<file path="src/hdl/atg_pkg.sv">
// ============================================================================
// atg_pkg
// Types and constants of the triangle tone generator with ADSR envelope.
// ============================================================================
package atg_pkg;

    localparam int PHASE_W  = 32;   // Q0.32 phase and phase step
    localparam int SAMPLE_W = 16;   // signed audio sample
    localparam int CFG_W    = 16;   // widest configuration register
    localparam int PEAK_W   = 15;
    localparam int ENV_W    = 17;   // envelope, full scale is exactly 2^16
    localparam int CFG_IDX_W = 3;

    // configuration register indexes
    localparam logic [CFG_IDX_W-1:0] CFG_ATTACK_LENGTH  = 3'd0;
    localparam logic [CFG_IDX_W-1:0] CFG_DECAY_LENGTH   = 3'd1;
    localparam logic [CFG_IDX_W-1:0] CFG_SUSTAIN_LEVEL  = 3'd2;
    localparam logic [CFG_IDX_W-1:0] CFG_RELEASE_LENGTH = 3'd3;
    localparam logic [CFG_IDX_W-1:0] CFG_NOTE_LENGTH    = 3'd4;
    localparam logic [CFG_IDX_W-1:0] CFG_PEAK_AMPLITUDE = 3'd5;

    // reset values of the configuration registers
    localparam logic [CFG_W-1:0]  RST_ATTACK_LENGTH  = 16'd220;
    localparam logic [CFG_W-1:0]  RST_DECAY_LENGTH   = 16'd1102;
    localparam logic [CFG_W-1:0]  RST_SUSTAIN_LEVEL  = 16'd42598;
    localparam logic [CFG_W-1:0]  RST_RELEASE_LENGTH = 16'd4410;
    localparam logic [CFG_W-1:0]  RST_NOTE_LENGTH    = 16'd16537;
    localparam logic [PEAK_W-1:0] RST_PEAK_AMPLITUDE = 15'd22000;

    typedef struct packed {
        logic               start_req;
        logic [PHASE_W-1:0] phase_step;
    } in_item_t;

    typedef struct packed {
        logic signed [SAMPLE_W-1:0] sample;
        logic                       active;
    } out_item_t;

endpackage

</file>
<file path="src/hdl/adsr_triangle_tone_generator.sv">
// ============================================================================
// adsr_triangle_tone_generator
// Triangle oscillator with a piecewise linear attack/decay/sustain/release
// envelope, one output sample per input transfer.
// ============================================================================
// One input transfer is one sample period and produces exactly one output
// transfer. The block works on one sample at a time and holds in_stall high
// until the sample has been loaded into the output register. One 32x17
// multiplier and a 17-step restoring divider are shared: the divider runs one
// quotient bit per cycle, and the attack ramp skips the ST_NUM step that forms
// the dividend. When the envelope is flat (sustain, or a release that has run
// out) the divider is skipped, and when no note is sounding a sample goes from
// ST_CHECK straight to ST_FIN. Each sample also passes through the idle state,
// and the last step waits while a previous result is still stalled in the
// output register. Configuration registers are written through
// cfg_wr_en/cfg_index/cfg_data and take effect as soon as they are written,
// so a write during a sample can change that sample.
module adsr_triangle_tone_generator
    import atg_pkg::*;
(
    input  logic                 clk,
    input  logic                 rst_n,
    input  logic                 cfg_wr_en,
    input  logic [CFG_IDX_W-1:0] cfg_index,
    input  logic [CFG_W-1:0]     cfg_data,
    input  logic                 in_valid,
    output logic                 in_stall,
    input  in_item_t             in_data,
    output logic                 out_valid,
    input  logic                 out_stall,
    output out_item_t            out_data
);

    localparam int DIV_STEPS = ENV_W;
    localparam int CNT_W     = $clog2(DIV_STEPS);
    localparam int NUM_W     = CFG_W + ENV_W;         // dividend width
    localparam int MUL_A_W   = 32;
    localparam int MUL_B_W   = ENV_W;
    localparam int PROD_W    = MUL_A_W + MUL_B_W;
    localparam int MAG_W     = PHASE_W + 1;
    localparam int TRI_W     = PHASE_W + 3;
    localparam int ACC_W     = PROD_W + 16;
    localparam int ACC_SHIFT = PHASE_W + 16;
    localparam int RES_W     = ACC_W - ACC_SHIFT;

    localparam logic [ENV_W-1:0] ENV_FULL  = 17'h10000;
    localparam logic [TRI_W-1:0] TRI_ONE   = 35'h1_0000_0000;
    localparam logic [TRI_W-1:0] TRI_THREE = 35'h3_0000_0000;
    localparam logic [RES_W-1:0] RES_MAX   = 17'h07FFF;

    typedef enum logic [3:0] {
        ST_IDLE, ST_CHECK, ST_NUM, ST_DIV, ST_ENVP, ST_MLO, ST_MHI, ST_SUM, ST_FIN
    } state_t;

    typedef enum logic [1:0] {
        SEG_ATTACK, SEG_DECAY, SEG_RELEASE
    } seg_t;

    state_t              state_reg, state_next;
    seg_t                seg_reg, seg_next;

    logic [CFG_W-1:0]    attack_reg, attack_next;
    logic [CFG_W-1:0]    decay_reg, decay_next;
    logic [CFG_W-1:0]    sustain_reg, sustain_next;
    logic [CFG_W-1:0]    release_reg, release_next;
    logic [CFG_W-1:0]    note_reg, note_next;
    logic [PEAK_W-1:0]   peak_reg, peak_next;

    logic [PHASE_W-1:0]  phase_reg, phase_next;
    logic [PHASE_W-1:0]  step_reg, step_next;
    logic [CFG_W-1:0]    idx_reg, idx_next;
    logic                playing_reg, playing_next;
    logic                act_reg, act_next;
    logic                neg_reg, neg_next;

    logic [CFG_W-1:0]    div_reg, div_next;
    logic [CFG_W-1:0]    rem_reg, rem_next;
    logic [ENV_W-1:0]    low_reg, low_next;
    logic [ENV_W-1:0]    quo_reg, quo_next;
    logic [CNT_W-1:0]    cnt_reg, cnt_next;
    logic [ENV_W-1:0]    env_reg, env_next;
    logic [MUL_A_W-1:0]  escale_reg, escale_next;
    logic [MAG_W-1:0]    mag_reg, mag_next;
    logic [PROD_W-1:0]   prod_reg, prod_next;
    logic [ACC_W-1:0]    acc_reg, acc_next;

    logic                out_valid_reg, out_valid_next;
    out_item_t           out_data_reg, out_data_next;

    // shared multiplier
    logic [MUL_A_W-1:0]  mul_a;
    logic [MUL_B_W-1:0]  mul_b;
    logic [PROD_W-1:0]   prod;

    // envelope segment decode
    logic [ENV_W-1:0]    ad_end;
    logic [CFG_W-1:0]    rel_begin;
    logic [CFG_W-1:0]    rel_pos;
    logic                note_on;

    // divider step
    logic [ENV_W-1:0]    trial;
    logic                trial_ge;
    logic [ENV_W-1:0]    trial_diff;
    logic [ENV_W-1:0]    quo_step;

    // triangle
    logic [TRI_W-1:0]    p4;
    logic [TRI_W-1:0]    tri_mag;
    logic                tri_neg;

    // output value
    logic [RES_W-1:0]    res_raw;
    logic [SAMPLE_W-1:0] res_sat;
    logic [CFG_W-1:0]    idx_inc;

    assign ad_end    = {1'b0, attack_reg} + {1'b0, decay_reg};
    assign rel_begin = (release_reg > note_reg) ? '0 : note_reg - release_reg;
    assign rel_pos   = idx_reg - rel_begin;
    assign note_on   = playing_reg && (idx_reg < note_reg);

    assign trial      = {rem_reg, low_reg[ENV_W-1]};
    assign trial_ge   = trial >= {1'b0, div_reg};
    assign trial_diff = trial - {1'b0, div_reg};
    assign quo_step   = {quo_reg[ENV_W-2:0], trial_ge};

    assign p4 = {1'b0, phase_reg, 2'b00};

    assign res_raw = acc_reg[ACC_W-1:ACC_SHIFT];
    assign res_sat = (res_raw > RES_MAX) ? RES_MAX[SAMPLE_W-1:0] : res_raw[SAMPLE_W-1:0];
    assign idx_inc = idx_reg + 16'd1;

    always_comb
    begin
        case (state_reg)
            ST_NUM:
            begin
                if (seg_reg == SEG_DECAY)
                begin
                    mul_a = {15'd0, ENV_FULL - {1'b0, sustain_reg}};
                    mul_b = {1'b0, idx_reg - attack_reg};
                end
                else
                begin
                    mul_a = {16'd0, sustain_reg};
                    mul_b = {1'b0, release_reg - rel_pos};
                end
            end
            ST_ENVP:
            begin
                mul_a = {15'd0, env_reg};
                mul_b = {2'd0, peak_reg};
            end
            ST_MLO:
            begin
                mul_a = escale_reg;
                mul_b = {1'b0, mag_reg[15:0]};
            end
            ST_MHI:
            begin
                mul_a = escale_reg;
                mul_b = mag_reg[MAG_W-1:16];
            end
            default:
            begin
                mul_a = '0;
                mul_b = '0;
            end
        endcase
    end

    assign prod = mul_a * mul_b;

    always_comb
    begin
        if (!phase_reg[PHASE_W-1])
        begin
            if (p4 >= TRI_ONE)
            begin
                tri_mag = p4 - TRI_ONE;
                tri_neg = 1'b0;
            end
            else
            begin
                tri_mag = TRI_ONE - p4;
                tri_neg = 1'b1;
            end
        end
        else
        begin
            if (p4 <= TRI_THREE)
            begin
                tri_mag = TRI_THREE - p4;
                tri_neg = 1'b0;
            end
            else
            begin
                tri_mag = p4 - TRI_THREE;
                tri_neg = 1'b1;
            end
        end
    end

    always_comb
    begin
        state_next     = state_reg;
        seg_next       = seg_reg;
        attack_next    = attack_reg;
        decay_next     = decay_reg;
        sustain_next   = sustain_reg;
        release_next   = release_reg;
        note_next      = note_reg;
        peak_next      = peak_reg;
        phase_next     = phase_reg;
        step_next      = step_reg;
        idx_next       = idx_reg;
        playing_next   = playing_reg;
        act_next       = act_reg;
        neg_next       = neg_reg;
        div_next       = div_reg;
        rem_next       = rem_reg;
        low_next       = low_reg;
        quo_next       = quo_reg;
        cnt_next       = cnt_reg;
        env_next       = env_reg;
        escale_next    = escale_reg;
        mag_next       = mag_reg;
        prod_next      = prod_reg;
        acc_next       = acc_reg;
        out_valid_next = out_valid_reg;
        out_data_next  = out_data_reg;

        if (cfg_wr_en)
        begin
            case (cfg_index)
                CFG_ATTACK_LENGTH:  attack_next  = cfg_data;
                CFG_DECAY_LENGTH:   decay_next   = cfg_data;
                CFG_SUSTAIN_LEVEL:  sustain_next = cfg_data;
                CFG_RELEASE_LENGTH: release_next = cfg_data;
                CFG_NOTE_LENGTH:    note_next    = cfg_data;
                CFG_PEAK_AMPLITUDE: peak_next    = cfg_data[PEAK_W-1:0];
                default: ;
            endcase
        end

        // drop the output once its transfer completes
        if (out_valid_reg && !out_stall)
            out_valid_next = 1'b0;

        case (state_reg)
            ST_IDLE:
            begin
                if (in_valid)
                begin
                    if (in_data.start_req)
                    begin
                        phase_next   = '0;
                        step_next    = in_data.phase_step;
                        idx_next     = '0;
                        playing_next = 1'b1;
                    end
                    state_next = ST_CHECK;
                end
            end

            ST_CHECK:
            begin
                cnt_next = CNT_W'(DIV_STEPS - 1);
                if (!note_on)
                begin
                    playing_next = 1'b0;
                    act_next     = 1'b0;
                    state_next   = ST_FIN;
                end
                else
                begin
                    act_next   = 1'b1;
                    phase_next = phase_reg + step_reg;
                    if (idx_reg < attack_reg)
                    begin
                        // dividend is idx * 2^16
                        seg_next   = SEG_ATTACK;
                        div_next   = attack_reg;
                        rem_next   = {1'b0, idx_reg[CFG_W-1:1]};
                        low_next   = {idx_reg[0], 16'd0};
                        state_next = ST_DIV;
                    end
                    else if ({1'b0, idx_reg} < ad_end)
                    begin
                        seg_next   = SEG_DECAY;
                        div_next   = decay_reg;
                        state_next = ST_NUM;
                    end
                    else if (idx_reg < rel_begin)
                    begin
                        env_next   = {1'b0, sustain_reg};
                        state_next = ST_ENVP;
                    end
                    else if (release_reg == '0 || rel_pos >= release_reg)
                    begin
                        env_next   = '0;
                        state_next = ST_ENVP;
                    end
                    else
                    begin
                        seg_next   = SEG_RELEASE;
                        div_next   = release_reg;
                        state_next = ST_NUM;
                    end
                end
            end

            ST_NUM:
            begin
                rem_next   = prod[NUM_W-1:ENV_W];
                low_next   = prod[ENV_W-1:0];
                state_next = ST_DIV;
            end

            ST_DIV:
            begin
                // one quotient bit per cycle, partial remainder stays below divisor
                rem_next = trial_ge ? trial_diff[CFG_W-1:0] : trial[CFG_W-1:0];
                low_next = {low_reg[ENV_W-2:0], 1'b0};
                quo_next = quo_step;
                if (cnt_reg == '0)
                begin
                    env_next   = (seg_reg == SEG_DECAY) ? ENV_FULL - quo_step : quo_step;
                    state_next = ST_ENVP;
                end
                else
                begin
                    cnt_next = cnt_reg - CNT_W'(1);
                end
            end

            ST_ENVP:
            begin
                escale_next = prod[MUL_A_W-1:0];
                mag_next    = tri_mag[MAG_W-1:0];
                neg_next    = tri_neg;
                state_next  = ST_MLO;
            end

            ST_MLO:
            begin
                acc_next   = {16'd0, prod};
                state_next = ST_MHI;
            end

            ST_MHI:
            begin
                prod_next  = prod;
                state_next = ST_SUM;
            end

            ST_SUM:
            begin
                acc_next   = acc_reg + {prod_reg, 16'd0};
                state_next = ST_FIN;
            end

            ST_FIN:
            begin
                // hold until the output register is free
                if (!out_valid_reg || !out_stall)
                begin
                    out_valid_next       = 1'b1;
                    out_data_next.active = act_reg;
                    if (act_reg)
                    begin
                        out_data_next.sample = neg_reg ? -res_sat : res_sat;
                        idx_next             = idx_inc;
                        if (idx_inc >= note_reg)
                            playing_next = 1'b0;
                    end
                    else
                    begin
                        out_data_next.sample = '0;
                    end
                    state_next = ST_IDLE;
                end
            end

            default:
            begin
                state_next = ST_IDLE;
            end
        endcase
    end

    always_ff @(posedge clk or negedge rst_n)
    begin
        if (!rst_n)
        begin
            state_reg     <= ST_IDLE;
            seg_reg       <= SEG_ATTACK;
            attack_reg    <= RST_ATTACK_LENGTH;
            decay_reg     <= RST_DECAY_LENGTH;
            sustain_reg   <= RST_SUSTAIN_LEVEL;
            release_reg   <= RST_RELEASE_LENGTH;
            note_reg      <= RST_NOTE_LENGTH;
            peak_reg      <= RST_PEAK_AMPLITUDE;
            phase_reg     <= '0;
            step_reg      <= '0;
            idx_reg       <= '0;
            playing_reg   <= 1'b0;
            act_reg       <= 1'b0;
            neg_reg       <= 1'b0;
            div_reg       <= '0;
            rem_reg       <= '0;
            low_reg       <= '0;
            quo_reg       <= '0;
            cnt_reg       <= '0;
            env_reg       <= '0;
            escale_reg    <= '0;
            mag_reg       <= '0;
            prod_reg      <= '0;
            acc_reg       <= '0;
            out_valid_reg <= 1'b0;
            out_data_reg  <= '0;
        end
        else
        begin
            state_reg     <= state_next;
            seg_reg       <= seg_next;
            attack_reg    <= attack_next;
            decay_reg     <= decay_next;
            sustain_reg   <= sustain_next;
            release_reg   <= release_next;
            note_reg      <= note_next;
            peak_reg      <= peak_next;
            phase_reg     <= phase_next;
            step_reg      <= step_next;
            idx_reg       <= idx_next;
            playing_reg   <= playing_next;
            act_reg       <= act_next;
            neg_reg       <= neg_next;
            div_reg       <= div_next;
            rem_reg       <= rem_next;
            low_reg       <= low_next;
            quo_reg       <= quo_next;
            cnt_reg       <= cnt_next;
            env_reg       <= env_next;
            escale_reg    <= escale_next;
            mag_reg       <= mag_next;
            prod_reg      <= prod_next;
            acc_reg       <= acc_next;
            out_valid_reg <= out_valid_next;
            out_data_reg  <= out_data_next;
        end
    end

    assign in_stall  = (state_reg != ST_IDLE);
    assign out_valid = out_valid_reg;
    assign out_data  = out_data_reg;

endmodule
</file>
<file path="config.mk">
export PLATFORM = sky130hd
export DESIGN_NAME = adsr_triangle_tone_generator
export DESIGN_NICKNAME = d
export VERILOG_FILES = /design/src/hdl/atg_pkg.sv /design/src/hdl/adsr_triangle_tone_generator.sv
export SDC_FILE = /design/constraint.sdc
export NUM_CORES = 2
export LEC_CHECK = 0
export BUFFER_PORTS_ARGS = -buffer_cell sky130_fd_sc_hd__buf_2
export CORE_MARGIN = 8
export CORE_UTILIZATION = 50
export DETAILED_ROUTE_END_ITERATION = 8
export PLACE_DENSITY = 0.7
export SLEW_MARGIN = 0
export SYNTH_ARGS = -nofsm -noshare
export SYNTH_HDL_FRONTEND = slang
export SYNTH_SLANG_ARGS = --single-unit
</file>
<file path="constraint.sdc">
create_clock -name clk -period 29.2 [get_ports clk]
set_input_delay 1.46 -clock clk [delete_from_list [all_inputs] [get_ports clk]]
set_output_delay 1.46 -clock clk [all_outputs]
set_load 0.005 [all_outputs]
</file>
**Yosys cells after proc, flatten, opt, wreduce, memory -nomap -nowiden**

Index checks and enable logic that the tools add are counted.

- Bits in read-only memories: 0
- Word-level logic and storage cells: 188
- Bits in latches: 0
- Memories: 0
- Output and inout bits: 19
- Bits in writable memories: 0
- Register bits: 468
- Bits of input ports: 57

- Bitwise logic cells: 0
- Div/mod/pow operators: 0
- Mux-type cells: 69
- Equality and inequality tests: 29
- $mul: 1
- Shifts and indexed selects: 0
- Add/subtract/negate cells: 17
- Reductions and logical operators: 34
- Magnitude comparators: 11

Operator list:

| kind | number |
|---|---|
| two-way mux 16 bit | 16 |
| two-way mux 17 bit | 10 |
| one-hot mux 65 bit (2 select lines) | 1 |
| two-way mux 33 bit | 3 |
| two-way mux 32 bit | 3 |
| one-hot mux 32 bit (3 select lines) | 1 |
| subtractor 16 bit | 5 |
| one-hot mux 17 bit (4 select lines) | 1 |
| subtractor 33 bit (first input constant) | 2 |
| subtractor 33 bit (second input constant) | 2 |
| adder 65 bit | 1 |
| one-hot mux 32 bit (2 select lines) | 1 |
| one-hot mux 17 bit (3 select lines) | 1 |
| multiplier 32 x 17 -> 49 bit | 1 |
| < comparator 16 bit | 3 |
| one-hot mux 16 bit (3 select lines) | 1 |
| one-hot mux 4 bit (9 select lines) | 1 |
| >= comparator 34 x 33 -> 1 bit (second input constant) | 1 |
| <= comparator 34 bit (second input constant) | 1 |
| one-hot mux 17 bit (2 select lines) | 1 |
| adder 32 bit | 1 |
| >= comparator 16 bit | 2 |
| one-hot mux 16 bit (2 select lines) | 1 |
| inequality test 2 bit (second input constant) | 12 |
| other kinds (43) | 89 |

**Longest topological paths before layout**

- Depth in word-level cells: 11
- Gate-level depth with buffers: 60
- Mapped depth without buffers: 58

**Worst setup path after synthesis**

No wires, ideal clock.

- Path kind: flip-flop to flip-flop
- From: register note_reg[0]
- To: register acc_reg[48]
- Buffers on the path: 2
- Setup time: 0.126 ns
- Path slack: 17.292 ns
- Data arrival time: 11.782 ns
- Clock period less this slack: 11.908 ns
- Cell stages (with the launch flop): 57
- Required time: 29.074 ns
- Path through: dfstp_2 -> inv_1 -> ha_1 -> fa_1 -> nor2b_1 -> o21ai_0 -> nand2b_1 -> a21o_1 -> a31o_2 -> a41oi_1 -> a21oi_1 -> a41o_1 -> o21ai_0 -> nand2b_1 -> clkbuf_1 -> nand2_1 -> ha_1 -> o21ai_0 -> [21 not listed] -> fa_1 -> fa_1 -> fa_1 -> inv_1 -> fa_1 -> inv_1 -> ha_1 -> and3_1 -> a221o_1 -> or3_1 -> a2bb2oi_1 -> a41o_1 -> a31oi_4 -> o21ai_1 -> a41oi_1 -> xnor2_1 -> nor3_1 -> a221o_1

- Word-level cells in the longest chain between the ends: 8
- Elaborated cells on any way between the ends: 9
- Classes of those cells: add/sub (3); mul (1); order compare (1); mux (4)

Ends and longest elaborated chain:

| item | line | source |
|---|---|---|
| start: declaration | adsr_triangle_tone_generator.sv:66 | `logic [CFG_W-1:0] note_reg, note_next;` |
| start signal: assignment | adsr_triangle_tone_generator.sv:431 | `note_reg <= note_next;` |
| subtractor 16 bit or greater-than comparator 16 bit (tied branches) | adsr_triangle_tone_generator.sv:118 | `assign rel_begin = (release_reg > note_reg) ? '0 : note_reg - release_reg;` |
| two-way mux 16 bit (*) | adsr_triangle_tone_generator.sv:118 |  |
| subtractor 16 bit (*) | adsr_triangle_tone_generator.sv:119 | `assign rel_pos = idx_reg - rel_begin;` |
| subtractor 16 bit (*) | adsr_triangle_tone_generator.sv:146 | `mul_b = {1'b0, release_reg - rel_pos};` |
| two-way mux 16 bit (*) | adsr_triangle_tone_generator.sv:138 | `if (seg_reg == SEG_DECAY)` |
| one-hot mux 17 bit (4 select lines) (*) | adsr_triangle_tone_generator.sv:135 | `case (state_reg)` |
| multiplier 32 x 17 -> 49 bit (*) | adsr_triangle_tone_generator.sv:172 | `assign prod = mul_a * mul_b;` |
| one-hot mux 65 bit (2 select lines) (*) | adsr_triangle_tone_generator.sv:250 | `case (state_reg)` |
| end signal: assignment | adsr_triangle_tone_generator.sv:448 | `acc_reg <= acc_next;` |
| end: declaration | adsr_triangle_tone_generator.sv:85 | `logic [ACC_W-1:0] acc_reg, acc_next;` |

Every way passes the cells marked *; elsewhere a longest branch is shown, timed or not.
A chain may end at the register's enable or synchronous reset.

**Worst setup path after layout**

Ends and elaborated chain as after synthesis.

==> results.tsv <==
stage	metric	value	unit
status	outcome	finished clean	
detailed_routing	vias	37700	
yosys	synth_xor_area_share	5.11	%
cells_and_area	post-route-util	54.2	%
cts	ctsResizeCount	0	
die	io_pins	76	
detailed_routing	drt_iter0_drc	2984	
timing	setup_slack	15.57	ns
cts	cts_tree	done	
placement	dpl_worst_slack	15.73	ns
yosys	synthMuxAreaShare	2.83	%
cts	cts.sinks	450	
timing	fin_crit	13.63	ns
timing	hold_viol	0	
pwr	leakagePower	24.6	nW
placement	place.gp.congestion	0.950	
grt	grt_overflow_total	0	
timing	max_freq	73.3	MHz
cts	clk_pin_slew	0.06	ns
yosys	async_reset_ff_share	100	%
placement	hpwl	101000	um
yosys	synthTopCellsByArea	dfrtp_1 22%, fa_1 20%, ha_1 9.5%, nand2_1 7.0%, inv_1 5.4%	
yosys	synth_compound_area_share	15.7	%
worst_setup_path	crit_fanout	32	
worst_setup_path	critical_path_class	register to register	
pwr	power_density	91.4	nW/um2
worst_setup_path	cp-start-kind	register	
timing	tns	0	ns
yosys	yosysWarningCount	0	
yosys	synth_area	46400	um2
cts	post-cts-setup-buffers	0	
yosys	synthSimpleGateAreaFrac	15.4	%
timing	fin_hold_ws	0.470	ns
die	coreArea	91800	um2
worst_setup_path	slowest_stage	o221a_2	
grt	grt_pass1_wl	216000	um
placement	portBuffers	75	
worst_setup_path	worst-endpoint-arrival	14.14	ns
timing	worstMarginPinSlew	1.32	ns
grt	grt_pass1_vias	38900	
timing	fin_crit_sh	46.7	%
yosys	ys_types	86	
cells_and_area	area.growth.synth_to_final	7.17	%
cts	clock_latency	0.63	ns
die	dieArea	103000	um2
pwr	peakVddDrop	0.0849	mV
yosys	synth-adder-area-share	29.2	%
yosys	synth_edf_count	0	
grt	antenna_found_initial	2	
yosys	syn_nets	6187	
yosys	netlist.area_leader.share	22.3	%
cells_and_area	drive_above_1_share	7.95	%
pwr	finalPower	4.55	mW
detailed_routing	totalWireLength	133000	um
worst_setup_path	crit_top_cell	fa_1	
detailed_routing	first_pass_iters	7	
timing	setup_violations	0	
timing	skew	0.0233	ns
worst_setup_path	endpoint_kind	register	
yosys	netlist_instances	5320	
die	std_cell_rows	111	
cells_and_area	final_nets	6138	
yosys	yosys.area.top_type	dfrtp_1	
cts	cts_buffers	48	
detailed_routing	vias_per_cell	5.75	
worst_setup_path	crit_required	29.70	ns
cts	cts-hold-fix-buffers	0	
cts	clk_path_buf_depth	3	
hold_path	hold_class	register to register	
cts	ctsRootBufferMaster	clkbuf_16	
run	drv_cap	0	
yosys	syn_avg_cell_area	8.73	um2
cells_and_area	antenna_cells	0	
detailed_routing	wl_per_cell	20.4	um
worst_setup_path	critPathMaxStageDelay	0.80	ns
yosys	synth_top_family_by_area	adder cells	
timing	rsz0062_at_grt	false	
timing	max_slew_margin	12.0	%
detailed_routing	post-route-drc-count	0	
grt	globalRouteTotalUtil	26.0	%
yosys	synth_flop_cell	dfrtp_1	
yosys	synth-seq-cells	450	
die	fp.dieW	321	um
detailed_routing	ant_nets	0	
timing	finalMaxSlewViolations	0	
die	start_util	50.6	%
grt	grt_max_degree	122	
yosys	seq_area_frac_synth	24.4	%
cts	htree_num_levels	2	
die	dieHeight	321	um
-- final timing paths --
path                                                    to  slack, ns  depth (start not counted)                  startpoint
worst max-delay path               acc_reg[48]$_DFFE_PN0P_      15.57                         55     note_reg[0]$_DFFE_PN1P_
worst min-delay path            escale_reg[27]$_DFFE_PN0P_       0.47                          2  escale_reg[27]$_DFFE_PN0P_
worst max register to register     acc_reg[48]$_DFFE_PN0P_      15.57                         55     note_reg[0]$_DFFE_PN1P_
worst min register to register  escale_reg[27]$_DFFE_PN0P_       0.47                          2  escale_reg[27]$_DFFE_PN0P_
max in group asynchronous       escale_reg[10]$_DFFE_PN0P_      25.93                          3                       rst_n
min in group asynchronous        phase_reg[26]$_DFFE_PN0P_       0.91                          1                       rst_n
-- layout by cell type (no fill, tap or decap), types with 102 or more instances in the layout --
cell / instances
fa_1: 457
a21o_1: 102
inv_1: 669
ha_1: 353
xnor2_1: 145
a21oi_1: 268
o21ai_0: 358
xor2_1: 126
nand2_1: 869
dfrtp_1: 413
nor2_1: 255
-- power by group --
part	switching, mW	internal [mW]
clock network	0.272	0.360
logic	1.86	1.02
registers	0.199	0.833
-- layer usage --
metal	global-route usage (%)	routed length, um
met5	0	27
met4	9.99	5680
met3	4.08	8580
met2	43.1	62500
met1	34.3	56500
-- cell usage after synthesis (all sizes together) (25+ instances only) --
| cell type | instances |
|---|---|
| a21oi | 268 |
| dfrtp | 413 |
| inv | 670 |
| nand2b | 63 |
| a21o | 102 |
| o21ai | 393 |
| a31oi | 33 |
| fa | 457 |
| nor2b | 60 |
| nor3 | 47 |
| xnor2 | 145 |
| and2 | 95 |
| o21bai | 25 |
| a22oi | 37 |
| dfstp | 37 |
| mux2 | 100 |
| nor2 | 256 |
| clkbuf | 222 |
| ha | 353 |
| o31ai | 32 |
| o21a | 35 |
| nand3 | 84 |
| buf | 25 |
| xor2 | 126 |
| and3 | 27 |
| nand2 | 872 |
-- through the flow --
step                      std cells  cell area [um2]
after floorplan                5320            46400
after global placement         6464            48200
after detailed placement       6464            48200
after CTS                      6550            49800
after global routing           6550            49800
final                          6550            49800
-- critical path: cells and delay by family (launching register included) --
family                     cells  cell delay, ns
AOI/OAI and AO/OA             26            5.81
adders and majority gates     11            4.41
and+or+nand+nor               12            2.06
DFF                            1            0.55
xor gates and xnor gates       3            0.47
buffers and inverters          3            0.15
-- cells by family after synthesis --
| group | count (synthesis) |
|---|---|
| AOI/OAI and AO/OA | 1152 |
| xor gates and xnor gates | 271 |
| adders and majority gates | 810 |
| buffers and inverters | 917 |
| DFF | 450 |
| muxes | 119 |
| and+or+nand+nor | 1601 |
-- cell type report --
| type | count | area (um2) |
|---|---|---|
| clock inverter | 16 | 223 |
| sequential | 450 | 11300 |
| tap | 1243 | 1560 |
| multi-input combinational | 3953 | 31900 |
| clock buffer | 70 | 1360 |
| fill | 8382 | 42000 |
| inverter | 670 | 2510 |
| timing repair buffer | 148 | 933 |
(Power assumes the default switching activity.)
